<file path="src/baro_ptc_pkg.sv">
// Shared types and constants for the barometric pressure compensation pipeline.
// No dependencies; the design files refer to it by scoped names, the testbench files import it.
package baro_ptc_pkg;

  localparam int NSTAGE = 8;

  localparam int COEF_W  = 16;
  localparam int RAW_W   = 24;
  localparam int PRESS_W = 20;
  localparam int TEMP_W  = 19;
  localparam int DT_W    = 25;
  localparam int PROD_W  = 42;
  localparam int SUM_W   = 40;
  localparam int SQ_W    = 35;
  localparam int ADDR_W  = 3;

  typedef logic [ADDR_W-1:0] reg_idx_t;

  localparam reg_idx_t REG_SENS     = 3'd0;
  localparam reg_idx_t REG_OFF      = 3'd1;
  localparam reg_idx_t REG_TCS      = 3'd2;
  localparam reg_idx_t REG_TCO      = 3'd3;
  localparam reg_idx_t REG_TREF     = 3'd4;
  localparam reg_idx_t REG_TEMPSENS = 3'd5;

  typedef struct packed {
    logic [COEF_W-1:0] sens;
    logic [COEF_W-1:0] off;
    logic [COEF_W-1:0] tcs;
    logic [COEF_W-1:0] tco;
    logic [COEF_W-1:0] tref;
    logic [COEF_W-1:0] tempsens;
  } coef_t;

  // Temperature thresholds in hundredths of a degree
  localparam logic signed [TEMP_W-1:0] TEMP_REF = 19'sd2000;
  localparam logic signed [TEMP_W-1:0] TEMP_LOW = -19'sd1500;
  localparam logic signed [TEMP_W-1:0] TEMP_MIN = -19'sd129070;
  localparam logic signed [TEMP_W-1:0] TEMP_MAX = 19'sd133070;

  localparam logic [PRESS_W-1:0] PRESS_MAX = '1;

endpackage

</file>
<file path="src/baro_ptc_front.sv">
// Stages 1-3: temperature difference, first-order products, OFF, SENS, TEMP.
// Uses baro_ptc_pkg for widths, thresholds and the coefficient struct.
module baro_ptc_front (
  input  logic                                     clk,
  input  logic [2:0]                               en,
  input  baro_ptc_pkg::coef_t                      coef,
  input  logic [baro_ptc_pkg::RAW_W-1:0]           raw_pressure,
  input  logic [baro_ptc_pkg::RAW_W-1:0]           raw_temperature,
  output logic [baro_ptc_pkg::RAW_W-1:0]           d1,
  output logic signed [baro_ptc_pkg::SUM_W-1:0]    off0,
  output logic signed [baro_ptc_pkg::SUM_W-1:0]    sens0,
  output logic signed [baro_ptc_pkg::TEMP_W-1:0]   temp
);

  localparam int RW = baro_ptc_pkg::RAW_W;
  localparam int DW = baro_ptc_pkg::DT_W;
  localparam int PW = baro_ptc_pkg::PROD_W;
  localparam int SW = baro_ptc_pkg::SUM_W;
  localparam int TW = baro_ptc_pkg::TEMP_W;

  logic [RW-1:0]        d1_s1_r, d1_s2_r, d1_s3_r;
  logic signed [DW-1:0] dt_r, dt_nxt;
  logic signed [PW-1:0] p_off_r, p_sens_r, p_temp_r;
  logic signed [PW-1:0] p_off_nxt, p_sens_nxt, p_temp_nxt;
  logic signed [SW-1:0] off0_r, sens0_r, off0_nxt, sens0_nxt;
  logic signed [TW-1:0] temp_r, temp_nxt;

  always_comb begin
    dt_nxt = $signed({1'b0, raw_temperature}) - $signed({1'b0, coef.tref, 8'd0});
  end

  always_comb begin
    p_off_nxt  = $signed({1'b0, coef.tco}) * dt_r;
    p_sens_nxt = $signed({1'b0, coef.tcs}) * dt_r;
    p_temp_nxt = $signed({1'b0, coef.tempsens}) * dt_r;
  end

  always_comb begin
    off0_nxt  = $signed({8'd0, coef.off, 16'd0}) + SW'(p_off_r >>> 7);
    sens0_nxt = $signed({9'd0, coef.sens, 15'd0}) + SW'(p_sens_r >>> 8);
    temp_nxt  = TW'(p_temp_r >>> 23) + baro_ptc_pkg::TEMP_REF;
  end

  always_ff @(posedge clk) begin
    if (en[0]) begin
      d1_s1_r <= raw_pressure;
      dt_r    <= dt_nxt;
    end
    if (en[1]) begin
      d1_s2_r  <= d1_s1_r;
      p_off_r  <= p_off_nxt;
      p_sens_r <= p_sens_nxt;
      p_temp_r <= p_temp_nxt;
    end
    if (en[2]) begin
      d1_s3_r <= d1_s2_r;
      off0_r  <= off0_nxt;
      sens0_r <= sens0_nxt;
      temp_r  <= temp_nxt;
    end
  end

  assign d1    = d1_s3_r;
  assign off0  = off0_r;
  assign sens0 = sens0_r;
  assign temp  = temp_r;

endmodule

</file>
<file path="config.mk">
export PLATFORM = sky130hd
export DESIGN_NAME = baro_ptc_front
export DESIGN_NICKNAME = d
export VERILOG_FILES = /design/src/baro_ptc_pkg.sv /design/src/baro_ptc_front.sv
export SDC_FILE = /design/constraint.sdc
export NUM_CORES = 2
export LEC_CHECK = 0
export BUFFER_PORTS_ARGS = -buffer_cell sky130_fd_sc_hd__buf_4
export CAP_MARGIN = 25
export CORE_MARGIN = 4
export CORE_UTILIZATION = 65
export CTS_CLUSTER_SIZE = 28
export DETAILED_ROUTE_END_ITERATION = 7
export PLACE_DENSITY_LB_ADDON = 0.05
export SYNTH_ARGS = -nofsm -noshare
export SYNTH_HDL_FRONTEND = slang
export SYNTH_SLANG_ARGS = --single-unit
</file>
<file path="constraint.sdc">
create_clock -name clk -period 9.6 [get_ports clk]
set_input_delay 1.92 -clock clk [delete_from_list [all_inputs] [get_ports clk]]
set_output_delay 1.92 -clock clk [all_outputs]
set_load 0.02 [all_outputs]
</file>
Word-level counts from Yosys, hierarchy flattened. Index checks and enable logic that the tools add are counted.

Output and inout bits: 123. Bits of input ports: 148. Register bits after elaboration: 322.

Add/subtract/negate cells: 4. Multiply operators: 3.

Operators with widths (count): multiplier 17 x 25 -> 42 bit (3); adder 33 x 35 -> 36 bit (1); adder 32 x 34 -> 35 bit (1); subtractor 24 x 24 -> 25 bit (1); adder 19 x 12 -> 19 bit (second input constant) (1).

Longest topological paths before layout.
Word-level depth: 1. Gate-level depth with buffers: 25. Depth with buffers taken out: 24.

Worst setup path after synthesis. OpenSTA, ideal clock, no wires.

Kind: in2reg. Start point: in coef[51] (netlist name). End point: reg p_sens_r[41], data pin. Setup time: 158 ps. Data arrival time: 7770 ps. Path buffers: 2. Path slack: 1672 ps. Data required time: 9442 ps. Stages on the path: 22. Cell sequence: clkbuf_1 clkbuf_1 nand2_1 fa_1 fa_1 inv_1 fa_1 fa_1 fa_1 inv_1 fa_1 inv_1 ha_1 a21o_1 a21o_1 a21oi_1 o21ai_0 a221o_1 a211oi_2 o21ai_0 a2111o_1 o211ai_1.

Cells in the longest elaborated chain, start to end: 1.

Ends and longest elaborated chain: start: declaration (line baro_ptc_front.sv:6) `input baro_ptc_pkg::coef_t coef,`; multiplier 17 x 25 -> 42 bit (line baro_ptc_front.sv:34) `p_sens_nxt = $signed({1'b0, coef.tcs}) * dt_r;`; named net p_sens_nxt[41] (line baro_ptc_front.sv:24) `logic signed [PW-1:0] p_off_nxt, p_sens_nxt, p_temp_nxt;`; end signal: assignment (line baro_ptc_front.sv:52) `p_sens_r <= p_sens_nxt;`; end: declaration (line baro_ptc_front.sv:23) `logic signed [PW-1:0] p_off_r, p_sens_r, p_temp_r;`.

The timed path passes the listed nets, and every way through them passes these cells. A chain may end at the register's enable or synchronous reset.

Worst setup path in the final report.
Start point: in coef[34] (netlist name). End point: reg p_off_r[36], data pin.

Cells in the longest elaborated chain, start to end: 1.

Ends and longest elaborated chain: multiplier 17 x 25 -> 42 bit (line baro_ptc_front.sv:33) `p_off_nxt = $signed({1'b0, coef.tco}) * dt_r;`; named net p_off_nxt[36] (line baro_ptc_front.sv:24); end signal: assignment (line baro_ptc_front.sv:51) `p_off_r <= p_off_nxt;`; end: declaration (line baro_ptc_front.sv:23).

The timed path passes the listed nets, and every way through them passes these cells.

==> out/results.txt <==
Outcome: complete, no violations
Clk_lat worst skew: 650 ps
Initial antenna violation count: 5
Fmax: 126 MHz
Fin cells: 6608
Hold_ws: 403 ps
Post-CTS Setup Inserts: 0
RSZ-0062 raised after global routing: no
Syn Area/Cell: 9.75 sq um
Layout cells sized above 1: 6.75%
Crit Path Class: in2reg
Worst-Margin Slew: 1050 ps
First-pass GRT wire length: 195000 um
Syn Inst Count: 5420
Warnings, synthesis: 0
Syn nets: 7090
Final Hold Violating Endpoints: 0
Fraction of registers with async set/reset: 0%
Rows: 104
Clock Tree Buf Depth: 3
DP Area: 55500 sq um
DIE WIDTH: 293 um
Clk pin slew, worst setup/hold paths: 80 ps
Clock sink total: 275
Number of fill cells in the layout: 6347
Worst Hold Class: reg2reg
Reg2Reg Capture Point: p_off_r[36]$_DFFE_PP_
Die H: 293 um
Post-DP HPWL: 88900 um
Total gr overflow: 0
Multi-input logic area: 38200 sq um
Post-route ant nets: 0
Synth Area in Compound Gates: 3.65%
Drt first pass iters: 5
CP startpoint kind: input port
Cell mode on critical path: fa_1
Post-synth EDFFs: 275
CP Max Fanout: 25
Register bit total from synthesis: 275
Core area: 80500 sq um
Cts-stage hold buffer count: 0
Final instance area: 56600 sq um
Worst reg2reg path startpoint: dt_r[6]$_DFFE_PP_
Critical path's slowest cell: fa_1
Sequential share of the synthesized area: 15.6%
Post-synth design cell area: 52800 sq um
I/O pins: 271
I/O Buffers: 270
Largest net degree at the start of global routing: 67
Nets@finish: 7191
Setup violations, final: 0
R2r worst-path depth: 20
GR Util All Layers: 28.3%
Max stage delay on crit path: 540 ps
CTS tree: yes
Full die area: 85900 sq um
Synth unique cells: 65
Critical path capture point type: flop
Via count: 35600
Mux share of post-synthesis cell area: 0%
Register area: 8260 sq um
Final worst path period share: 82.4%
Synth Area in XOR/XNOR: 2.40%
Remaining DRCs: 0
Crit-path cells: buf_4 > nand2_1 > fa_1 > fa_1 > fa_1 > inv_1 > fa_1 > fa_1 > inv_1 > fa_1 > inv_1 > ha_1 > a21oi_2 > o211ai_1 > a2111oi_0 > o21ai_0 > a31oi_1 > o31ai_1 > a21o_1 > a21oi_1 > xnor2_1
Worst Hold Launch: p_temp_r[23]$_DFFE_PP_
Stages on the worst setup path: 21
Pins Over Slew Limit: 0
Post-route setup TNS: 0 ps
P&R area growth vs syn: 7.14%
Ys flop type: edfxtp_1
Post_cts resized: 0
Fin crit period: 7910 ps
CTS root buffer: clkbuf_16
Routability cong.: 0.837
Post-detailed-route wirelength per cell: 17.3 um
WP data arrival: 8290 ps
Crit-path leading delay family: adder cells
Starting density of the core: 65.6%
TritonCTS buffer count: 31
Synth Area in Simple Gates: 13.5%
Vias in the first global route: 39400
Via/cell ratio: 5.39
Routed wire length: 114000 um
Worst hold endpoint: temp[0]$_DFFE_PP_
Reg2reg setup slack: 1830 ps
Main combinational cell family by area after synthesis: adder cells
Hold Path Cell Cnt: 0
Clk_skew: 36.9 ps
Adder-cell area share of the yosys netlist: 52.7%
Max-cap viol count: 0
# H-tree levels: 1
Worst path required time: 9970 ps
Cell count after placement: 6546
Rel. slew slack: 30.2%
Initial DRC count: 1942
CP Buf/Inv Count: 4
-- state kept, by name (all words and copies together) (netlist names) --
signal / cells
sens0: 35
p_sens_r: 34
off0: 36
p_off_r: 35
d1: 24
d1_s2_r: 24
p_temp_r: 19
d1_s1_r: 24
dt_r: 25
temp: 19
-- logic make-up (layout without fill, tap and decap cells) --
kind of cell               Yosys count  after routing
xor gates and xnor gates           145            145
adders and majority gates         1522           1522
AOI/OAI and AO/OA                  291            291
buffers and inverters             1703           1827
other                                0              4
DFF                                275            275
and+or+nand+nor                   1484           1484
-- synth_stat cells (all sizes together) (4+ instances only) --
master,instances,area share [%]
a2111oi,7,0.15
a211o,5,0.083
a211oi,9,0.14
a21boi,6,0.092
a21o,41,0.58
a21oi,91,0.88
a31oi,17,0.20
and2,482,5.7
and3,23,0.27
and4,7,0.12
buf,9,0.13
clkbuf,232,1.6
edfxtp,275,16
fa,1170,44
ha,352,8.3
inv,1462,10
nand2,772,5.5
nand2b,7,0.083
nand3,20,0.19
nand4,9,0.11
nor2,89,0.63
nor2b,19,0.22
nor3,26,0.25
nor3b,6,0.085
o211ai,5,0.071
o21a,15,0.21
o21ai,52,0.49
o21bai,8,0.12
o311ai,6,0.099
o31ai,4,0.057
or2,5,0.059
or3,5,0.059
xnor2,107,1.8
xor2,38,0.63
-- worst max path at each step --
stage          startpoint                      to
6_report         coef[34]   p_off_r[36]$_DFFE_PP_
5_1_grt          coef[40]   p_off_r[33]$_DFFE_PP_
2_1_floorplan    coef[51]  p_sens_r[41]$_DFFE_PP_
3_3_place_gp      coef[8]  p_temp_r[41]$_DFFE_PP_
3_5_place_dp     coef[34]   p_off_r[36]$_DFFE_PP_
4_1_cts          coef[34]   p_off_r[36]$_DFFE_PP_
-- cell usage in the layout (no fill, tap or decap), drive strengths merged, types with 11 or more instances in the layout --
cell type and n:
inv 1466, fa 1170, nand2 772, and2 482, ha 352, buf 309
edfxtp 275, xnor2 107, a21oi 91, nor2 89, o21ai 52, a21o 41
xor2 38, clkbuf 37, nor3 26, and3 23, nand3 20, nor2b 19
a31oi 17, o21a 15, clkinv 11
-- area by class of cell --
class | instances | share of cell area [%]
clock inverter | 19 | 0.371
antenna | 4 | 0.0177
multi-input combinational | 3442 | 67.4
inverter | 1462 | 9.69
timing repair buffer | 309 | 4.18
tap | 1060 | 2.34
sequential | 275 | 14.6
clock buffer | 37 | 1.41
-- through the flow --
| stage | worst slack, ps | utilization (%) |
|---|---|---|
| floorplan | 1670 | - |
| global placement | 1220 | 68.9 |
| global route | 1330 | 70.3 |
| detailed placement | 1140 | 68.9 |
| CTS | 1780 | 70.2 |
| finish | 1690 | 70.3 |
-- per-layer routing --
layer,vias to the layer above,track usage [%],wire length [um]
li1,16000,-,-
met1,18400,38.0,45800
met2,1008,48.8,57800
met3,201,3.51,6870
met4,2,8.56,3800
met5,-,0,13
Power is not shown: default switching activity piles up to over one toggle a cycle in this logic, so the estimate is an artifact.
