## src/baro_ptc_pkg.sv

```systemverilog
// Shared types and constants for the barometric pressure compensation pipeline.
// No dependencies; the design files refer to it by scoped names, the testbench files import it.
package baro_ptc_pkg;

  localparam int NSTAGE = 8;

  localparam int COEF_W  = 16;
  localparam int RAW_W   = 24;
  localparam int PRESS_W = 20;
  localparam int TEMP_W  = 19;
  localparam int DT_W    = 25;
  localparam int PROD_W  = 42;
  localparam int SUM_W   = 40;
  localparam int SQ_W    = 35;
  localparam int ADDR_W  = 3;

  typedef logic [ADDR_W-1:0] reg_idx_t;

  localparam reg_idx_t REG_SENS     = 3'd0;
  localparam reg_idx_t REG_OFF      = 3'd1;
  localparam reg_idx_t REG_TCS      = 3'd2;
  localparam reg_idx_t REG_TCO      = 3'd3;
  localparam reg_idx_t REG_TREF     = 3'd4;
  localparam reg_idx_t REG_TEMPSENS = 3'd5;

  typedef struct packed {
    logic [COEF_W-1:0] sens;
    logic [COEF_W-1:0] off;
    logic [COEF_W-1:0] tcs;
    logic [COEF_W-1:0] tco;
    logic [COEF_W-1:0] tref;
    logic [COEF_W-1:0] tempsens;
  } coef_t;

  // Temperature thresholds in hundredths of a degree
  localparam logic signed [TEMP_W-1:0] TEMP_REF = 19'sd2000;
  localparam logic signed [TEMP_W-1:0] TEMP_LOW = -19'sd1500;
  localparam logic signed [TEMP_W-1:0] TEMP_MIN = -19'sd129070;
  localparam logic signed [TEMP_W-1:0] TEMP_MAX = 19'sd133070;

  localparam logic [PRESS_W-1:0] PRESS_MAX = '1;

endpackage

```

## src/baro_ptc_press.sv

```systemverilog
// Stages 6-8: split D1*SENS product, final scaling and pressure saturation.
// Uses baro_ptc_pkg for widths and the pressure limit.
module baro_ptc_press (
  input  logic                                     clk,
  input  logic [2:0]                               en,
  input  logic [baro_ptc_pkg::RAW_W-1:0]           d1,
  input  logic signed [baro_ptc_pkg::SUM_W-1:0]    off,
  input  logic signed [baro_ptc_pkg::SUM_W-1:0]    sens,
  input  logic signed [baro_ptc_pkg::TEMP_W-1:0]   temp_in,
  output logic [baro_ptc_pkg::PRESS_W-1:0]         pressure,
  output logic signed [baro_ptc_pkg::TEMP_W-1:0]   temperature
);

  localparam int RW = baro_ptc_pkg::RAW_W;
  localparam int SW = baro_ptc_pkg::SUM_W;
  localparam int TW = baro_ptc_pkg::TEMP_W;
  localparam int PW = baro_ptc_pkg::PRESS_W;

  logic [RW+15:0]         lo_full, lo_r;
  logic signed [RW+24:0]  hi_full;
  logic signed [RW+23:0]  hi_r;
  logic signed [SW-1:0]   off_s6_r, off_s7_r;
  logic signed [TW-1:0]   temp_s6_r, temp_s7_r, temp_s8_r;

  logic [63:0]            prod;
  logic signed [42:0]     psh_r, psh_nxt;
  logic signed [43:0]     diff;
  logic [PW-1:0]          pressure_r, pressure_nxt;

  // Low 16 bits of SENS unsigned, upper 24 bits signed
  always_comb begin
    lo_full = d1 * sens[15:0];
    hi_full = $signed({1'b0, d1}) * $signed(sens[SW-1:16]);
  end

  always_comb begin
    prod    = {hi_r, 16'd0} + {24'd0, lo_r};
    psh_nxt = $signed(prod[63:21]);
  end

  // Subtract OFF, drop 15 fraction bits, then clamp to the pressure range
  always_comb begin
    diff = $signed({psh_r[42], psh_r}) - $signed({{4{off_s7_r[SW-1]}}, off_s7_r});
    if (diff[43]) begin
      pressure_nxt = '0;
    end else if (|diff[42:35]) begin
      pressure_nxt = baro_ptc_pkg::PRESS_MAX;
    end else begin
      pressure_nxt = diff[34:15];
    end
  end

  always_ff @(posedge clk) begin
    if (en[0]) begin
      lo_r      <= lo_full;
      hi_r      <= hi_full[RW+23:0];
      off_s6_r  <= off;
      temp_s6_r <= temp_in;
    end
    if (en[1]) begin
      psh_r     <= psh_nxt;
      off_s7_r  <= off_s6_r;
      temp_s7_r <= temp_s6_r;
    end
    if (en[2]) begin
      pressure_r <= pressure_nxt;
      temp_s8_r  <= temp_s7_r;
    end
  end

  assign pressure    = pressure_r;
  assign temperature = temp_s8_r;

endmodule

```

## config.mk

```make
export PLATFORM = sky130hd
export DESIGN_NAME = baro_ptc_press
export DESIGN_NICKNAME = d
export VERILOG_FILES = /design/src/baro_ptc_pkg.sv /design/src/baro_ptc_press.sv
export SDC_FILE = /design/constraint.sdc
export NUM_CORES = 2
export LEC_CHECK = 0
export BUFFER_PORTS_ARGS = -buffer_cell sky130_fd_sc_hd__clkbuf_2
export CORE_UTILIZATION = 32
export DETAILED_ROUTE_END_ITERATION = 10
export SYNTH_ARGS = -nofsm -noshare
export SYNTH_HDL_FRONTEND = slang
export SYNTH_SLANG_ARGS = --single-unit
```

## constraint.sdc

```tcl
create_clock -name clk -period 19.9 [get_ports clk]
set_clock_uncertainty 0.1 [all_clocks]
set_input_delay 3.98 -clock clk [delete_from_list [all_inputs] [get_ports clk]]
set_output_delay 3.98 -clock clk [all_outputs]
set_load 0.05 [all_outputs]
```

======== Word level (Yosys, flattened, before mapping) ========
Cells that the tools add are included.
storage, ports and cells
  register bits after elaboration ......... 288
  input bits .............................. 127
  output and inout bits ................... 39
  logic and storage cells ................. 15
cells by class
  add/subtract/negate cells ............... 2
  multiply operators ...................... 2
  multiplexer cells ....................... 1
  reduce and logical (&&, ||, !) cells .... 1
operators by type and width
  kind             number
  $add 64x40->64   1
  $mul 25x24->48   1
  $sub 43x40->44   1
  $mul 24x16->40   1
  $mux 20          1
  $reduce_or 8->1  1

======== Logic depth before layout (Yosys ltp) ========
  depth in word-level cells ............... 3
  gate-level depth with buffers ........... 28
  gate-level depth less buffers ........... 26

======== Worst setup path after synthesis ========
No wires, ideal clock.
  path kind ............................... input port to flip-flop
  start ................................... input sens[16] (netlist bit)
  end ..................................... register hi_r[44], data pin
  setup time .............................. 0.260 ns
  data arrival time ....................... 10.290 ns
  required time ........................... 19.540 ns
  slack ................................... 9.250 ns
  cell stages on the path ................. 24
  buffers on the path ..................... 2
  path through ............................ clkbuf_1 -> and2_1 -> fa_1 -> inv_1 -> fa_1 -> fa_1 -> fa_1 -> inv_1 -> fa_1 -> fa_1 -> inv_1 -> fa_1 -> inv_1 -> ha_1 -> buf_6 -> a211oi_4 -> nand2_2 -> o311ai_1 -> a31oi_1 -> a221o_1 -> a221o_1 -> a21o_1 -> a311oi_2 -> xnor2_1
between the ends
  cells in the longest elaborated chain, start to end .. 1
RTL lines
  element                RTL line              source
  start, declared        baro_ptc_press.sv:8   input logic signed [baro_ptc_pkg::SUM_W-1:0] sens,
  $mul 25x24->48         baro_ptc_press.sv:33  hi_full = $signed({1'b0, d1}) * $signed(sens[SW-1:16]);
  named net hi_full[44]  baro_ptc_press.sv:20  logic signed [RW+24:0] hi_full;
  end signal, assigned   baro_ptc_press.sv:56  hi_r <= hi_full[RW+23:0];
  end, declared          baro_ptc_press.sv:21  logic signed [RW+23:0] hi_r;
The timed path passes the listed nets, and every way through them passes these cells.
A chain may end at the register's enable or synchronous reset.

======== Worst setup path in the final report ========
  start ................................... input d1[14] (netlist bit)
  end ..................................... register hi_r[46], data pin
between the ends
  cells in the longest elaborated chain, start to end .. 1
RTL lines
  element                RTL line              source
  start, declared        baro_ptc_press.sv:6   input logic [baro_ptc_pkg::RAW_W-1:0] d1,
  $mul 25x24->48         baro_ptc_press.sv:33
  named net hi_full[46]  baro_ptc_press.sv:20
The timed path passes the listed nets, and every way through them passes these cells.

==> PnR_summary.wiki <==
{| class="wikitable"
! Metric !! Value
|-
| Fill cell count || 13400
|-
| GRT Util Overall || 0.164
|-
| Iteration-0 DRC Markers || 1649
|-
| Largest area contributor in the synthesized netlist || fa_1
|-
| Worst Path Class, Setup || input pin to register
|-
| Hold buffers post-CTS || 0
|-
| Die area || 0.135 sq mm
|-
| Post-Syn Area per Cell || 9.93 sq um
|-
| Maximum number of pins on one net before global-route repair || 71
|-
| Synth Flop Type || edfxtp_1
|-
| Num ports || 166
|-
| Sequential element share of the synthesized area || 0.191
|-
| HPWL reported at the end of detailed placement || 83.9 mm
|-
| Via count of the routed design || 28800
|-
| Synth area leaders || fa_1, edfxtp_1, ha_1
|-
| Number of buffers added by the clock tree synthesis step || 30
|-
| H-tree levels || 1
|-
| Via count of the first global-routing pass || 31400
|-
| Clock tree buffer depth || 3
|-
| Post-CTS Setup Repair Bufs || 0
|-
| Core Rows || 133
|-
| Num Clock Sinks || 272
|-
| Number of violations of the max-capacitance limit || 0
|-
| Worst rel slew slack || 0.338
|-
| Initial cell density of the core || 0.323
|-
| Upper clock frequency limit || 92.8 MHz
|-
| Crit path top cell by count || fa_1
|-
| Antenna violations before repair || 8
|-
| CTS resizes || 0
|-
| Count of flip-flops with a built-in enable after synthesis || 272
|-
| Portion of the clock cycle consumed by the worst path in the final layout || 0.541
|-
| Crit path max-delay cell type || fa_1
|-
| Syn_nets || 5579
|-
| Outcome || finished, final reports clean
|-
| Unrepaired setup endpoints after global routing || no
|-
| Crit-path cells || clkbuf_2, buf_4, nand2_1, fa_1, fa_1, fa_1, fa_1, inv_1, fa_1, fa_1, inv_1, fa_1, inv_1, ha_1, a211oi_4, nand2_2, o311ai_1, a31oi_1, a221o_1, a221o_1, nand2_1, o31ai_1, a41oi_1, xnor2_1
|-
| Final period demand of the worst path || 10.77 ns
|-
| Flip-flop and latch count after synthesis || 272
|-
| Count of buffers inserted at the top-level ports || 165
|-
| Class of the tightest hold or removal check || register to register
|-
| Clock tree root driver cell || clkbuf_16
|-
| Area share of the largest cell type after synthesis || 0.369
|-
| Vias per Instance || 4.73
|-
| Largest stage delay on the critical path || 0.60 ns
|-
| Skew-Pair Late Insertion Delay || 0.60 ns
|-
| Fraction of final layout cells with drive strength greater than 1 || 0.0626
|-
| Setup violations, final || 0
|-
| Sum of overflow across all layers after global routing || 0
|-
| Final net count || 5608
|-
| Measured slew at the worst slew-check pin || 0.993 ns
|-
| Wire length reported by the detailed router || 109 mm
|-
| Kind of launch point of the worst setup path || input pin
|-
| Most frequent cell after synthesis || inv_1
|-
| Antenna-violating nets left || 0
|-
| Post-synthesis cell count || 4295
|-
| Total count of max-transition violations in the final report || 0
|-
| Data arrival, critical path || 11.03 ns
|-
| P&R area growth vs syn || 8.24%
|-
| Number of remaining DRC errors || 0
|-
| Overall die width || 367 um
|-
| WP data required || 20.15 ns
|-
| Combined flip-flop and latch cell area || 0.00817 sq mm
|-
| Warnings, synthesis || 0
|-
| Area of the mapped netlist || 0.0427 sq mm
|-
| Gpl congestion || 0.859
|-
| Area after DPL || 0.0452 sq mm
|-
| Wire length per cell || 17.8 um
|-
| Most instantiated cells after synthesis || inv_1, fa_1, nand2_1, and2_1, ha_1
|-
| Final hold vios || 0
|-
| Core Region || 0.132 sq mm
|-
| Capturing element type of the critical path || register
|-
| Library cells used by synthesis || 78
|-
| Proportion of synthesized flip-flops having asynchronous set or reset || 0
|-
| CTS clk-pin slew, worst paths || 0.06 ns
|-
| CTS tree || built
|-
| TritonRoute pass-1 iters || 6
|-
| Global-route wire length before repair || 174 mm
|-
| Height of the die || 367 um
|-
| Critical-path maximum fanout || 40
|-
| Setup_tns || 0 ns
|-
| Total area of multi-input combinational cells || 0.0303 sq mm
|-
| Final instance area || 0.0462 sq mm
|}
[worst paths after layout]
| check | start | to | slack, ns | depth (start not counted) |
|---|---|---|---|---|
| min | off_s6_r[17]$_DFFE_PP_ | off_s7_r[17]$_DFFE_PP_ | 0.31 | 0 |
| min reg2reg | off_s6_r[17]$_DFFE_PP_ | off_s7_r[17]$_DFFE_PP_ | 0.31 | 0 |
| max | d1[14] | hi_r[46]$_DFFE_PP_ | 9.13 | 24 |
| max reg2reg | off_s7_r[10]$_DFFE_PP_ | pressure[11]$_SDFFCE_PP0P_ | 15.83 | 12 |
[cells in the final DEF, fill, tap and decap left out, types with 26 or more instances in the layout]
| cell | synthesis | routed |
|---|---|---|
| nand2b_1 | 26 | 26 |
| a21oi_1 | 101 | 101 |
| and2_1 | 429 | 429 |
| inv_1 | 913 | 913 |
| clkbuf_2 | 0 | 163 |
| nor2b_1 | 33 | 33 |
| fa_1 | 787 | 787 |
| o21ai_0 | 46 | 46 |
| a21o_1 | 72 | 72 |
| nand2_1 | 584 | 584 |
| buf_4 | 0 | 29 |
| clkbuf_16 | 0 | 30 |
| xor2_1 | 36 | 36 |
| nor2_1 | 70 | 70 |
| nand3_1 | 32 | 32 |
| ha_1 | 370 | 370 |
| edfxtp_1 | 272 | 272 |
| xnor2_1 | 97 | 97 |
| o21a_1 | 29 | 29 |
[per-layer routing]
metal	vias to the layer above	track usage	wire [um]
met2	827	0.271	50600
li1	13200	-	-
met1	14700	0.224	48800
met5	-	0	27
met3	117	0.0242	6880
met4	4	0.0433	2590
[worst max-delay path, delay by kind of cell]
| family | cells | cell delay (ns) |
|---|---|---|
| fa+ha+maj | 8 | 3.98 |
| simple gates | 3 | 0.34 |
| buf+inv | 5 | 0.68 |
| compound gates | 7 | 1.93 |
| xor+xnor | 1 | 0.09 |
[layout make-up]
cell class	instances	share of cell area
diodes	2	0.000108
inverters	913	0.0742
repair buffers	193	0.0226
clock buffers	32	0.0164
well taps	1755	0.0475
multi-input cells	2914	0.657
clock inverters	23	0.00547
flip-flops and latches	272	0.177
[registers in the layout (all words and copies together), names as in the netlist]
register     cells
hi_r            48
lo_r            24
off_s6_r        40
off_s7_r        40
pressure        20
psh_r           43
temp_s6_r       19
temp_s7_r       19
temperature     19
[cell families after synthesis]
logic type      Yosys count  synth area share
compound gates          363            0.0591
xor+xnor                133            0.0273
fa+ha+maj              1157             0.478
buf+inv                1109            0.0979
flops                   272             0.191
mux                       3          0.000733
simple gates           1258             0.146
[stage by stage]
stage                     cells  hold WS [ns]  setup slack [ns]  utilization
final                      6104         0.313              9.13        0.350
after global routing       6103         0.326              8.72        0.350
after floorplan            4295         0.300              9.25            -
after global placement     6047         0.301              8.58        0.342
after detailed placement   6047         0.305              8.49        0.342
after CTS                  6102         0.312              9.17        0.350
Power is not shown: default switching activity piles up to over one toggle a cycle in this logic, so the estimate is an artifact.
