===== src/baro_ptc_pkg.sv =====
// Shared types and constants for the barometric pressure compensation pipeline.
// No dependencies; the design files refer to it by scoped names, the testbench files import it.
package baro_ptc_pkg;

  localparam int NSTAGE = 8;

  localparam int COEF_W  = 16;
  localparam int RAW_W   = 24;
  localparam int PRESS_W = 20;
  localparam int TEMP_W  = 19;
  localparam int DT_W    = 25;
  localparam int PROD_W  = 42;
  localparam int SUM_W   = 40;
  localparam int SQ_W    = 35;
  localparam int ADDR_W  = 3;

  typedef logic [ADDR_W-1:0] reg_idx_t;

  localparam reg_idx_t REG_SENS     = 3'd0;
  localparam reg_idx_t REG_OFF      = 3'd1;
  localparam reg_idx_t REG_TCS      = 3'd2;
  localparam reg_idx_t REG_TCO      = 3'd3;
  localparam reg_idx_t REG_TREF     = 3'd4;
  localparam reg_idx_t REG_TEMPSENS = 3'd5;

  typedef struct packed {
    logic [COEF_W-1:0] sens;
    logic [COEF_W-1:0] off;
    logic [COEF_W-1:0] tcs;
    logic [COEF_W-1:0] tco;
    logic [COEF_W-1:0] tref;
    logic [COEF_W-1:0] tempsens;
  } coef_t;

  // Temperature thresholds in hundredths of a degree
  localparam logic signed [TEMP_W-1:0] TEMP_REF = 19'sd2000;
  localparam logic signed [TEMP_W-1:0] TEMP_LOW = -19'sd1500;
  localparam logic signed [TEMP_W-1:0] TEMP_MIN = -19'sd129070;
  localparam logic signed [TEMP_W-1:0] TEMP_MAX = 19'sd133070;

  localparam logic [PRESS_W-1:0] PRESS_MAX = '1;

endpackage


===== src/baro_ptc_flow.sv =====
// Valid bits and stall chain for the compensation pipeline.
// Uses baro_ptc_pkg for the stage count.
module baro_ptc_flow (
  input  logic                             clk,
  input  logic                             rst_n,
  input  logic                             in_tvalid,
  output logic                             in_tready,
  output logic                             out_tvalid,
  input  logic                             out_tready,
  output logic [baro_ptc_pkg::NSTAGE-1:0]  en
);

  localparam int N = baro_ptc_pkg::NSTAGE;

  logic [N-1:0] valid_r;
  logic [N-1:0] valid_nxt;

  // A stage may load when it is empty or the stage after it moves.
  always_comb begin
    en[N-1] = !valid_r[N-1] || out_tready;
    for (int k = N - 2; k >= 0; k--) begin
      en[k] = !valid_r[k] || en[k+1];
    end
  end

  assign valid_nxt = {valid_r[N-2:0], in_tvalid};

  always_ff @(posedge clk) begin
    if (!rst_n) begin
      valid_r <= '0;
    end else begin
      valid_r <= (valid_nxt & en) | (valid_r & ~en);
    end
  end

  assign in_tready  = en[0];
  assign out_tvalid = valid_r[N-1];

  a_full_when_blocked: assert property (@(posedge clk) disable iff (!rst_n)
    !in_tready |-> ((&valid_r) && !out_tready))
    else $error("input blocked while pipeline has a bubble");

  a_accept_lands: assert property (@(posedge clk) disable iff (!rst_n)
    (in_tvalid && in_tready) |=> valid_r[0])
    else $error("accepted beat missing from first stage");

  a_out_from_prev: assert property (@(posedge clk) disable iff (!rst_n)
    $rose(valid_r[N-1]) |-> $past(valid_r[N-2]))
    else $error("output valid rose without a beat behind it");

endmodule


===== config.mk =====
export PLATFORM = sky130hd
export DESIGN_NAME = baro_ptc_flow
export DESIGN_NICKNAME = d
export VERILOG_FILES = /design/src/baro_ptc_pkg.sv /design/src/baro_ptc_flow.sv
export SDC_FILE = /design/constraint.sdc
export NUM_CORES = 1
export LEC_CHECK = 0
export ABC_AREA = 1
export BUFFER_PORTS_ARGS = -buffer_cell sky130_fd_sc_hd__buf_4
export CELL_PAD_IN_SITES_DETAIL_PLACEMENT = 1
export CELL_PAD_IN_SITES_GLOBAL_PLACEMENT = 2
export CORE_MARGIN = 3
export CORE_UTILIZATION = 25
export DETAILED_ROUTE_END_ITERATION = 10
export HOLD_SLACK_MARGIN = 0.06
export PLACE_DENSITY = 0.79
export REMOVE_ABC_BUFFERS = 1
export SKIP_LAST_GASP = 1
export SLEW_MARGIN = 5
export SYNTH_ARGS = -nofsm -noshare
export SYNTH_HDL_FRONTEND = slang
export SYNTH_SLANG_ARGS = --single-unit

===== constraint.sdc =====
create_clock -name clk -period 3.1 [get_ports clk]
set_input_delay 0.155 -clock clk [delete_from_list [all_inputs] [get_ports clk]]
set_output_delay 0.155 -clock clk [all_outputs]
set_load 0.03 [all_outputs]

# After elaboration in Yosys (flattened, before gate mapping)
# Index checks and enable logic that the tools add are counted.
# W data, S select, Z words.
[totals]
ff_bits = 8
inputBits = 4
output_inout_bits = 10
[op_classes]
n_bitwise = 4
n_reduce_logical = 16
[ops]
columns = ["cell", "n"]
rows = [
  ["$and A8 B8 Y8", 2],
  ["$logic_not A1 Y1", 8],
  ["$logic_or A1 B1 Y1", 8],
  ["$not A8 Y8", 1],
  ["$or A8 B8 Y8", 1],
]

# Depth between registers and ports, before layout
# Gate-level depths: netlist of run 1.
[depth]
depth_word = 12
mapped_depth = 5
depth_no_buf = 5

# Worst setup path before layout of run 1
# No wires, ideal clock.
[synth_timing]
path_kind = "register -> output"
start = "register with a tool-made name"
end = "output port en[0] (netlist bit)"
arrival_ns = 1.653
required_ns = 2.945
setup_slack_ns = 1.292
path_stages_with_launch = 5
path_buffers = 1
path_cell_list = "dfxtp_1 > nand4_4 > nor3_4 > nand4_2 > buf_4"
[synth_lines]
columns = ["item", "line", "source"]
rows = [
  ["to (decl)", "baro_ptc_flow.sv:10", "output logic [baro_ptc_pkg::NSTAGE-1:0] en"],
]

==> impl_metrics.json, run 1 <==
{
  "outcome": "finished clean",
  "cts_tree": "done",
  "core_sq_um": 1170,
  "die_width_um": 42.4,
  "cts_sinks": 8,
  "final_max_slew_viol_count": 0,
  "hold_buffers": 0,
  "vias_per_cell": 4.41,
  "clock.fmax_mhz": 626,
  "placed_cell_area_sq_um": 439,
  "tns_ps": 0,
  "place_inst": 63,
  "grt_usage_pct": 9.17,
  "drt_iter0_markers": 1,
  "design.die.area_sq_um": 1800,
  "start_kind": "flop",
  "vias": 291,
  "antenna_found_initial": 0,
  "maxCapViolations": 0,
  "grt_max_degree": 9,
  "cts.root.buffer_cell": "clkbuf_4",
  "initial_utilization_pct": 28.3,
  "critPathRequiredTime_ps": 2940,
  "clkLatencyLatePin_ps": 250,
  "finClkSkew_ps": 0.586,
  "final_cells": 66,
  "p_total_uw": 191,
  "relSlewSlack_pct": 81.9,
  "tightestPinTransition_ps": 271,
  "fin_crit_sh_pct": 51.5,
  "portBuffers": 13,
  "synthCells": 37,
  "critPathCaptureType": "output port",
  "hold_violations": 0,
  "antennaDiodeCount": 0,
  "p_leak_nw": 0.204,
  "die_y_um": 42.4,
  "grt_pass1_vias": 283,
  "ir_drop_v": 0.000234,
  "clockBufferDepth": 2,
  "io_pins": 14,
  "stdcell_area_sq_um": 462,
  "wirelength_um": 666,
  "yosysWarnings": 0,
  "crit_end": "en[0]",
  "r2r_setup_slack_ps": 1910,
  "cts_resized": 0,
  "drc": 0,
  "cp.arrival_ps": 1440,
  "core.rowCount": 12,
  "wl_per_cell_um": 10.1,
  "syn2layout_area_growth_pct": 39.2,
  "critPathKind": "reg2out",
  "overflow": 0,
  "grt_first_pass_wirelength_mm": 1.18,
  "drive_above_1_share_pct": 40.4,
  "crit_path_max_fanout": 5,
  "numCtsBuffers": 3,
  "ant_nets": 0,
  "yosysUniqueCellTypes": 12,
  "reg2reg_depth": 4,
  "min_period_ps": 1600,
  "whs_ps": 166,
  "routabilityCongestion": 0.687,
  "rsz0062_at_grt": "false",
  "yosys_register_bits": 8,
  "cts_setup_buffers": 0,
  "clk_pin_slew_worst_paths_ps": 50,
  "power_density_nw_per_um2": 414,
  "synth_area_per_cell_sq_um": 8.96,
  "ys_seq_area_share_pct": 48.3,
  "syn_area_sq_um": 332,
  "hp-class": "in2reg",
  "nets": 58,
  "htreeDepth": 1,
  "setup_viol": 0,
  "dr.pass1.iters": 4
}
-- cell families after synthesis --
group / synth area share [%]
buf+inv: 14.7
simple gates: 25.3
flops: 48.3
compound gates: 11.7
-- worst min-delay path by stage --
stage / startpoint / to / slack [ps] / cells after the start
floorplan: in_tvalid / flop / 300 / 2
global placement: in_tvalid / flop / 420 / 3
detailed placement: in_tvalid / flop / 430 / 3
CTS: in_tvalid / flop / 160 / 3
global route: in_tvalid / flop / 160 / 3
finish: in_tvalid / flop / 170 / 3
-- worst max-delay path, stage by stage, from the launching register on --
cell	delay (ps)
dfxtp_1	410
nand4_4	150
nor3_4	250
nand4_2	170
buf_4	210
-- placed cells by master (no fill, tap or decap) --
cell	n
a21oi_1	6
a21oi_2	1
buf_4	13
clkbuf_4	3
dfxtp_1	8
inv_1	11
nand2_1	2
nand3_1	1
nand3_2	1
nand4_2	1
nand4_4	1
nor2_1	3
nor3_4	1
-- stage by stage --
step                setup WS (ps)  util [%]
floorplan                    1280         -
global placement             1840      37.5
detailed placement           1770      37.5
CTS                          1490      39.4
global route                 1430      39.4
finish                       1500      39.4
-- report_power, final --
group	internal, mW	leakage [nW]	switching, mW
clock network	0.0441	0.0138	0.0318
logic	0.00392	0.125	0.00445
registers	0.105	0.0650	0.00172
-- cell usage after synthesis (all sizes together) --
master,count,share of area [%]
nor3,1,4.9
nand3,2,4.5
nand2,2,2.3
nand4,2,10
dfxtp,8,48
inv,11,12
nor2,3,3.4
a21oi,7,12
buf,1,2.3
-- per-layer routing --
layer	up-vias	GRT usage (%)	part of all wire [%]
li1	146	-	-
met1	128	8.67	36
met2	15	14.3	50
met3	2	5.15	11
met4	0	7.45	2.7
met5	-	0	0
-- area by class of cell --
cell class	count	area, sq um
Clock buffer	3	22.5
Fill cell	141	709
Tap cell	14	17.5
Inverter	11	41.3
Multi-Input combinational cell	17	123
Sequential cell	8	160
Timing Repair Buffer	13	97.6
No activity file was read; power rests on OpenSTA's default activity.
==> run 2, diff against run 1 <==
CORE_UTILIZATION = 21   (was 25)
PLACE_DENSITY = 0.71   (was 0.79)
clock period = 1.38 ns   (was 3.1 ns; I/O delays follow)
==> run 2 against run 1 <==
  * Clock-buffer cell count did not move
  * Critical endpoint is now in_tready
  * Sequential share of layout area fell by 3.6 points
  * Highest routed layer unchanged
  * Wire length rose by 12%
  * Core utilization fell by 1.3 points
==> impl_metrics.json, run 2 (same netlist as run 1, synthesis figures left out) <==
{
  "whs_ps": 76.4,
  "initial_utilization_pct": 24.0,
  "start_kind": "flop",
  "antenna_found_initial": 0,
  "vias": 302,
  "mostFrequentLayoutCell": "buf_4",
  "cts_sinks": 8,
  "grt_usage_pct": 9.08,
  "max_stage_delay_ps": 340,
  "min_period_ps": 1360,
  "design.die.area_sq_um": 2090,
  "fill_cells": 158,
  "syn2layout_area_growth_pct": 58.9,
  "grt_max_degree": 9,
  "final_max_slew_viol_count": 0,
  "drc": 0,
  "htreeDepth": 1,
  "cp.arrival_ps": 1290,
  "internal-power_uw": 344,
  "core.rowCount": 13,
  "finClkSkew_ps": 2.44,
  "relSlewSlack_pct": 81.5,
  "crit_path_max_fanout": 5,
  "dr.pass1.iters": 3,
  "clk_pin_slew_worst_paths_ps": 50,
  "p_total_uw": 432,
  "wirelength_um": 748,
  "critPathKind": "reg2out",
  "dp_hpwl_um": 527,
  "setup_slack_ps": 18.4,
  "clock.fmax_mhz": 734,
  "tightestPinTransition_ps": 277,
  "hold_violations": 0,
  "multi_input_area_sq_um": 123,
  "ir_drop_v": 0.000428,
  "pwr-share-comb_pct": 4.6,
  "nets": 64,
  "overflow": 0,
  "power_density_nw_per_um2": 821,
  "clockBufferDepth": 2,
  "switching_share_pct": 20.4,
  "place_ws_ps": 156,
  "routabilityCongestion": 0.609,
  "p_leak_nw": 0.252,
  "layout.area.seq_sq_um": 164,
  "cts_tree": "done",
  "portBuffers": 13,
  "drive_above_1_share_pct": 53.4,
  "drt_iter0_markers": 1,
  "clkPwrFrac_pct": 40.0,
  "rsz0062_at_grt": "true",
  "die_y_um": 45.7,
  "placed_cell_area_sq_um": 440,
  "worst_path_max_delay_cell": "dfxtp_2",
  "core_sq_um": 1380,
  "layout_common_cells": "buf_4 (15), inv_1 (10), a21oi_1 (6)",
  "worstPathCellList": "nand4_4, nor3_4, nand4_2, buf_6",
  "hp-class": "in2reg",
  "critPathRequiredTime_ps": 1310,
  "numCtsBuffers": 3,
  "maxCapViolations": 0,
  "die_width_um": 45.7,
  "p_sw_uw": 88.1,
  "clkLatencyLatePin_ps": 250,
  "stdcell_area_sq_um": 527,
  "grt_first_pass_wirelength_mm": 1.31,
  "outcome": "finished clean",
  "ant_nets": 0,
  "cts.root.buffer_cell": "clkbuf_4",
  "wl_per_cell_um": 10.2,
  "vias_per_cell": 4.14,
  "setup_viol": 0,
  "io_pins": 14,
  "pwr-share-seq_pct": 55.5,
  "fin_crit_sh_pct": 98.7,
  "critPathCaptureType": "output port",
  "grt_pass1_vias": 316,
  "antennaDiodeCount": 0,
  "tns_ps": 0
}
-- run 2: path summary, 6_finish.rpt --
kind	startpoint	endpoint	slack, ps	depth (start not counted)
worst max-delay path	flop	in_tready	20	4
worst min-delay path	in_tvalid	flop	80	3
worst max register to register	flop	flop	190	5
worst min register to register	flop	flop	470	2
-- run 2: per-stage QoR --
step                std cells  utilization [%]
detailed placement         64             31.9
global route               73             38.1
global placement           64             31.9
finish                     73             38.1
floorplan                  36                -
CTS                        72             37.3
-- run 2: metal layers --
metal / wire (um) / global-route usage (%) / up-vias
met5: 0 / 0 / -
met4: 12 / 8.52 / 0
met3: 73 / 2.37 / 2
met2: 348 / 12.3 / 11
met1: 314 / 11.4 / 133
li1: - / - / 156
-- run 2: worst max-delay path, delay by kind of cell (launching register included) --
family / cells / cell delay, ps
and+or+nand+nor: 3 / 520
DFF: 1 / 340
buffers and inverters: 1 / 180
-- run 2: power groups by stage --
stage / logic, mW / registers (mW) / clock network, mW
after global placement: 0.0192 / 0.245 / 0
final: 0.0197 / 0.240 / 0.173
after global routing: 0.0228 / 0.240 / 0.189
after CTS: 0.0201 / 0.240 / 0.181
after floorplan: 0.0104 / 0.244 / 0
after detailed placement: 0.0196 / 0.245 / 0
-- run 2: final cells by class --
type | count | area share [%]
inverters | 11 | 7.84
well taps | 15 | 3.56
clock buffers | 3 | 4.28
multi-input cells | 17 | 23.3
flip-flops and latches | 8 | 31.1
repair buffers | 19 | 29.9
-- run 2: what timing repair did --
item,CTS,global route
pin swaps,3,3
resized for setup,6,2
setup buffers,5,1
setup endpoints to repair,4,5
hold buffers,0,0
