===== src/baro_ptc_pkg.sv =====
// Shared types and constants for the barometric pressure compensation pipeline.
// No dependencies; the design files refer to it by scoped names, the testbench files import it.
package baro_ptc_pkg;

  localparam int NSTAGE = 8;

  localparam int COEF_W  = 16;
  localparam int RAW_W   = 24;
  localparam int PRESS_W = 20;
  localparam int TEMP_W  = 19;
  localparam int DT_W    = 25;
  localparam int PROD_W  = 42;
  localparam int SUM_W   = 40;
  localparam int SQ_W    = 35;
  localparam int ADDR_W  = 3;

  typedef logic [ADDR_W-1:0] reg_idx_t;

  localparam reg_idx_t REG_SENS     = 3'd0;
  localparam reg_idx_t REG_OFF      = 3'd1;
  localparam reg_idx_t REG_TCS      = 3'd2;
  localparam reg_idx_t REG_TCO      = 3'd3;
  localparam reg_idx_t REG_TREF     = 3'd4;
  localparam reg_idx_t REG_TEMPSENS = 3'd5;

  typedef struct packed {
    logic [COEF_W-1:0] sens;
    logic [COEF_W-1:0] off;
    logic [COEF_W-1:0] tcs;
    logic [COEF_W-1:0] tco;
    logic [COEF_W-1:0] tref;
    logic [COEF_W-1:0] tempsens;
  } coef_t;

  // Temperature thresholds in hundredths of a degree
  localparam logic signed [TEMP_W-1:0] TEMP_REF = 19'sd2000;
  localparam logic signed [TEMP_W-1:0] TEMP_LOW = -19'sd1500;
  localparam logic signed [TEMP_W-1:0] TEMP_MIN = -19'sd129070;
  localparam logic signed [TEMP_W-1:0] TEMP_MAX = 19'sd133070;

  localparam logic [PRESS_W-1:0] PRESS_MAX = '1;

endpackage


===== src/baro_ptc_corr.sv =====
// Stages 4-5: second-order offset and sensitivity corrections at low temperature.
// Uses baro_ptc_pkg for widths and temperature thresholds.
module baro_ptc_corr (
  input  logic                                     clk,
  input  logic [1:0]                               en,
  input  logic [baro_ptc_pkg::RAW_W-1:0]           d1_in,
  input  logic signed [baro_ptc_pkg::SUM_W-1:0]    off0,
  input  logic signed [baro_ptc_pkg::SUM_W-1:0]    sens0,
  input  logic signed [baro_ptc_pkg::TEMP_W-1:0]   temp_in,
  output logic [baro_ptc_pkg::RAW_W-1:0]           d1_out,
  output logic signed [baro_ptc_pkg::SUM_W-1:0]    off,
  output logic signed [baro_ptc_pkg::SUM_W-1:0]    sens,
  output logic signed [baro_ptc_pkg::TEMP_W-1:0]   temp_out
);

  localparam int RW = baro_ptc_pkg::RAW_W;
  localparam int SW = baro_ptc_pkg::SUM_W;
  localparam int TW = baro_ptc_pkg::TEMP_W;
  localparam int QW = baro_ptc_pkg::SQ_W;

  logic signed [TW-1:0]   dd, ee;
  logic signed [2*TW-1:0] sq_d_full, sq_e_full;

  logic [RW-1:0]        d1_s4_r, d1_s5_r;
  logic signed [SW-1:0] off0_s4_r, sens0_s4_r;
  logic signed [TW-1:0] temp_s4_r, temp_s5_r;
  logic [QW-1:0]        sq_d_r, sq_e_r, sq_d_nxt, sq_e_nxt;
  logic                 lt_hi_r, lt_lo_r, lt_hi_nxt, lt_lo_nxt;

  logic [QW+2:0]        d5;
  logic [QW+2:0]        e7;
  logic [QW+3:0]        e11;
  logic [SW-1:0]        c_off1, c_sens1, c_off2, c_sens2;
  logic signed [SW-1:0] off_r, sens_r, off_nxt, sens_nxt;

  always_comb begin
    dd        = temp_in - baro_ptc_pkg::TEMP_REF;
    ee        = temp_in - baro_ptc_pkg::TEMP_LOW;
    sq_d_full = dd * dd;
    sq_e_full = ee * ee;
    sq_d_nxt  = sq_d_full[QW-1:0];
    sq_e_nxt  = sq_e_full[QW-1:0];
    lt_hi_nxt = temp_in < baro_ptc_pkg::TEMP_REF;
    lt_lo_nxt = temp_in < baro_ptc_pkg::TEMP_LOW;
  end

  // 5*d^2, 7*e^2 and 11*e^2 by shift and add (7*e^2 as 8*e^2 minus e^2)
  always_comb begin
    d5  = {1'b0, sq_d_r, 2'd0} + {3'd0, sq_d_r};
    e7  = {sq_e_r, 3'd0} - {3'd0, sq_e_r};
    e11 = {1'b0, sq_e_r, 3'd0} + {3'd0, sq_e_r, 1'b0} + {4'd0, sq_e_r};

    c_off1  = lt_hi_r ? {3'd0, d5[QW+2:1]}  : '0;
    c_sens1 = lt_hi_r ? {4'd0, d5[QW+2:2]}  : '0;
    c_off2  = lt_lo_r ? {2'd0, e7}          : '0;
    c_sens2 = lt_lo_r ? {2'd0, e11[QW+3:1]} : '0;

    off_nxt  = off0_s4_r - $signed(c_off1) - $signed(c_off2);
    sens_nxt = sens0_s4_r - $signed(c_sens1) - $signed(c_sens2);
  end

  always_ff @(posedge clk) begin
    if (en[0]) begin
      d1_s4_r    <= d1_in;
      off0_s4_r  <= off0;
      sens0_s4_r <= sens0;
      temp_s4_r  <= temp_in;
      sq_d_r     <= sq_d_nxt;
      sq_e_r     <= sq_e_nxt;
      lt_hi_r    <= lt_hi_nxt;
      lt_lo_r    <= lt_lo_nxt;
    end
    if (en[1]) begin
      d1_s5_r   <= d1_s4_r;
      off_r     <= off_nxt;
      sens_r    <= sens_nxt;
      temp_s5_r <= temp_s4_r;
    end
  end

  assign d1_out   = d1_s5_r;
  assign off      = off_r;
  assign sens     = sens_r;
  assign temp_out = temp_s5_r;

endmodule


===== config.mk =====
export PLATFORM = sky130hd
export DESIGN_NAME = baro_ptc_corr
export DESIGN_NICKNAME = d
export VERILOG_FILES = /design/src/baro_ptc_pkg.sv /design/src/baro_ptc_corr.sv
export SDC_FILE = /design/constraint.sdc
export NUM_CORES = 2
export LEC_CHECK = 0
export BUFFER_PORTS_ARGS = -buffer_cell sky130_fd_sc_hd__buf_2
export CORE_UTILIZATION = 50
export DETAILED_ROUTE_END_ITERATION = 8
export GPL_ROUTABILITY_DRIVEN = 0
export PLACE_DENSITY = 0.72
export SLEW_MARGIN = 40
export SYNTH_ARGS = -nofsm -noshare
export SYNTH_HDL_FRONTEND = slang
export SYNTH_SLANG_ARGS = --single-unit

===== constraint.sdc =====
create_clock -name clk -period 11.4 [get_ports clk]
set_input_delay 1.14 -clock clk [delete_from_list [all_inputs] [get_ports clk]]
set_output_delay 1.14 -clock clk [all_outputs]
set_load 0.05 [all_outputs]

# After elaboration in Yosys (flattened, before gate mapping)

Cells that the tools add are included.

Logic and storage cells: 30
Register bits after elaboration: 318
Bits of input ports: 126
Output and inout port bits: 123
Latch bits: 0
RAM bits: 0
Bits in read-only memories: 0
Memories kept: 0

$lt $le $gt $ge: 2
Div/mod/pow operators: 0
Add/subtract/negate cells: 10
Bitwise logic cells: 0
Eq/ne operators: 0
Reductions and logical operators: 0
Multiply operators: 2
Muxes and demuxes: 4
Shift operators: 0

Operators by type and width:

| operator                                             | count |
|---|---|
| subtractor 40 x 39 -> 40 bit                         | 2 |
| two-way mux 38 bit                                   | 2 |
| multiplier 19 x 19 -> 35 bit                         | 2 |
| subtractor 40 x 37 -> 40 bit                         | 1 |
| subtractor 40 x 38 -> 40 bit                         | 1 |
| adder 38 x 36 -> 39 bit                              | 1 |
| adder 39 x 35 -> 39 bit                              | 1 |
| adder 37 x 35 -> 38 bit                              | 1 |
| < comparator 19 x 12 -> 1 bit, second input constant | 2 |
| subtractor 19 x 12 -> 19 bit, second input constant  | 2 |
| subtractor 38 x 35 -> 38 bit                         | 1 |
| two-way mux 37 bit                                   | 1 |
| two-way mux 36 bit                                   | 1 |

# Depth between registers and ports, before layout

Depth after elaboration: 4
Depth in mapped cells: 39
Depth with buffers taken out: 36

# Least setup slack after synthesis

Ideal clock, no wire load.

Path type: input -> register
From: input port temp_in[4] in the netlist's numbering
To: register sq_e_r[32] (data pin)
Buffers on the path: 3
Arrival time: 9310 ps
Library setup time: 258 ps
Data required time: 11142 ps
Cell stages on the path: 31
Setup slack: 1833 ps
Path through: clkbuf_1 -> inv_1 -> clkbuf_1 -> ha_1 -> a21o_1 -> o41ai_1 -> nor2b_1 -> nor2_1 -> xor2_1 -> clkinv_1 -> clkbuf_1 -> nor2_1 -> fa_1 -> fa_1 -> inv_1 -> fa_1 -> inv_1 -> fa_1 -> fa_1 -> inv_1 -> fa_1 -> inv_1 -> ha_1 -> ha_1 -> nor3_1 -> nand2_1 -> o21ai_0 -> o21ai_0 -> o21a_1 -> nor2_1 -> xnor2_1

Cells in the longest elaborated chain, start to end: 2

RTL lines:

| item                         | line                | RTL |
|---|---|---|
| start: declaration           | baro_ptc_corr.sv:9  | `input logic signed [baro_ptc_pkg::TEMP_W-1:0] temp_in,` |
| subtractor 19 x 12 -> 19 bit | baro_ptc_corr.sv:38 | `ee = temp_in - baro_ptc_pkg::TEMP_LOW;` |
| multiplier 19 x 19 -> 35 bit | baro_ptc_corr.sv:40 | `sq_e_full = ee * ee;` |
| via sq_e_full[32]            | baro_ptc_corr.sv:22 | `logic signed [2*TW-1:0] sq_d_full, sq_e_full;` |
| end signal: assignment       | baro_ptc_corr.sv:69 | `sq_e_r <= sq_e_nxt;` |
| end: declaration             | baro_ptc_corr.sv:27 | `logic [QW-1:0] sq_d_r, sq_e_r, sq_d_nxt, sq_e_nxt;` |

The timed path passes the listed nets, and every way through them passes these cells.
A chain may end at the register's enable or synchronous reset.

# Final worst setup path

From: input port temp_in[3] in the netlist's numbering
To: register sq_e_r[32] (data pin)

Same word-level chain as after synthesis.

==> results.md <==
- Status: finished, final reports clean
- Vias: 30200
- Syn_area_per_cell: 10.2 um2
- Setup bufs post-CTS: 0
- Total track usage: 24.3%
- Number of max-slew violations in the final report: 0
- Seq/Total Area, Yosys: 21.6%
- GRT overflow: 0
- Synth Area in Adders: roughly 46%
- Synth Area in Simple Gates: 9.62%
- Synth cell types: 75
- Root buffer cell: clkbuf_16
- Top FF cell, synth: edfxtp_1
- CTS tree: built
- Setup violators final: 0
- EDFF count, synth: about 310
- DR vias/cell: 5.32
- # resized after CTS: 0
- Worst Path Buf+Inv: 9
- Clk_lat worst skew: a little under 600 ps
- YS warnings: 0
- Worst slew margin: 41.4%
- First-pass GRT wire length: 169000 um
- Initial drt markers: 1972
- Fin. Hold Viols: 0
- DP HPWL: between 80000 and 90000 um
- CTS H-tree lvls: 2
- Routed WL: between 100000 and 150000 um
- Max stage delay cell, worst path: fa_1
- Num Clock Sinks: 313
- Worst-case clock buffer depth: 3
- Die height: 297 um
- Fmax: approximately 100 MHz
- Final ANT Viol Nets: 0
- Post-synthesis cell area: 43500 um2
- N_diodes: 0
- Worst slack at placement: about 1200 ps
- Initial antenna violation count: 3
- I/O pins: 249
- Starting Density: 50.7%
- Synth Area in Compound Gates: 9.00%
- Area growth from synthesis to layout: 9.33%
- Crit path arrival time: 9980 ps
- Clk pin slew, worst setup/hold paths: 60 ps
- CP top delay family: adder cells
- Crit Path Class: input port to register
- TNS Setup: 0 ps
- Largest net degree at the start of global routing: 78
- CTS buffer count: 39
- Largest family of logic cells by synthesized area: adder cells
- Residual DRC: 0
- Worst slew pin tran: 873 ps
- Drt first pass iters: 6
- Startpoint types: input port
- Placeable Area: 85700 um2
- Crit end category: register
- Post-layout nets: 5771
- Crit share post-route: 84.7%
- # hold bufs at CTS: 0
- Final Skew: 23.5 ps
- RSZ-0062 raised after global routing: false
- Die area: 88100 um2
- Cells after Synth: 4243
- Fraction of registers with async set/reset: 0%
- Routed len/inst: roughly 18 um
- Share of cells above drive strength 1: 8.81%
- PnR worst setup slack: roughly 1700 ps
- XOR/XNOR Fraction of Synth Area: 5.76%
- Max-Cap Viols: 0
- Post-synth net total: 5512
- Die X: 297 um
- Vias in the first global route: 31900
- Min Tclk post-route: 9650 ps
- Cell Rows: roughly 110
- Seq cells post-synth: between 300 and 400
- Crit path largest cell delay: 550 ps
- Post-synthesis mux area share: 0.121%
- Worst hold path type: register to register
- Crit path max fanout: 17
- I/O Buffers: 248
- CP Data Required Time: 11720 ps
cells in the mapped netlist (36+ instances only):
library cell / n / area (um2)
fa_1: 732 / 14700
nand2b_1: 59 / 369
clkbuf_1: 72 / 270
o21ai_0: 95 / 475
nand3_1: 47 / 235
nor3_1: 39 / 195
edfxtp_1: 313 / 9400
xnor2_1: 197 / 1730
nor2_1: 274 / 1030
a21o_1: 108 / 811
nand2_1: 373 / 1400
xor2_1: 89 / 780
ha_1: 411 / 5140
inv_1: 872 / 3270
a21oi_1: 183 / 916
o21a_1: 36 / 270
per-stage QoR:
step | util [%] | area, um2 | hold slack (ps) | cells
floorplan | - | 43500 | 400 | 4243
global placement | 54.0 | 46300 | 401 | 5604
detailed placement | 54.0 | 46300 | 405 | 5605
CTS | 55.4 | 47500 | 409 | 5672
global route | 55.5 | 47500 | 420 | 5672
finish | 55.5 | 47500 | 409 | 5672
flip-flops by register name, indices dropped and copies added (netlist names), 24 cells and up:
| name | cells |
|---|---|
| off0_s4_r | 40 |
| off | 40 |
| sens0_s4_r | 40 |
| sens | 40 |
| sq_d_r | 33 |
| sq_e_r | 32 |
| d1_out | 24 |
| d1_s4_r | 24 |
worst paths after layout:
check             slack [ps]                    end  cells after the start              startpoint
hold / removal           410  temp_out[5]$_DFFE_PP_                      0  temp_s4_r[5]$_DFFE_PP_
hold reg to reg          410  temp_out[5]$_DFFE_PP_                      0  temp_s4_r[5]$_DFFE_PP_
setup / recovery        1750   sq_e_r[32]$_DFFE_PP_                     34              temp_in[3]
setup reg to reg        4320     sens[39]$_DFFE_PP_                     22     sq_d_r[2]$_DFFE_PP_
layout by cell type, fill, tap and decap left out, types with 6 or more instances in the layout:
cell type and instances:
buf_2 246, clkbuf_1 6, or4_1 7, and2_1 26
o21bai_1 31, o31a_1 6, nand2_1 373, o211ai_1 11
and3_1 17, xnor2_1 194, clkinv_1 14, xor2_1 87
nor4_1 6, fa_1 732, o21a_1 36, nor3_1 39
buf_4 47, inv_1 872, o31ai_1 13, nand3_1 47
ha_1 410, clkbuf_16 39, nand4_1 15, a31oi_1 13
a211o_1 9, or2_2 14, a31o_2 9, a21o_1 108
edfxtp_1 313, nor2b_1 26, or3_1 9, nand2b_1 59
a21boi_0 6, o21ai_0 95, nor2_1 274, nor3b_1 6
a211oi_1 19, a221oi_1 6, a21oi_1 183
cell type report:
| type | count | area (um2) |
|---|---|---|
| Sequential cell | 313 | 9400 |
| Inverter | 883 | 3310 |
| Tap cell | 1144 | 1430 |
| Clock inverter | 22 | 213 |
| Clock buffer | 45 | 998 |
| Multi-Input combinational cell | 2967 | 30500 |
| Timing Repair Buffer | 298 | 1660 |
| Fill cell | 7400 | 38200 |
cells by family (layout without fill, tap and decap cells):
family | after synthesis | in the layout
adders and majority gates | 1143 | 1143
xor gates and xnor gates | 286 | 286
and+or+nand+nor | 934 | 934
buffers and inverters | 963 | 1248
other | 1 | 1
DFF | 313 | 313
AOI/OAI and AO/OA | 598 | 598
muxes | 5 | 5
per-layer routing:
layer | global-route usage [%] | up-vias | wire [um]
met3 | 3.63 | 202 | 7310
met2 | 40.4 | 1036 | 49100
met5 | 0 | - | 21
li1 | - | 14100 | -
met1 | 32.7 | 14800 | 44100
met4 | 7.88 | 4 | 3560
Power is left out: the tool's default activity adds up to more than one toggle a clock period on the data nets, which glitch-free logic cannot reach.
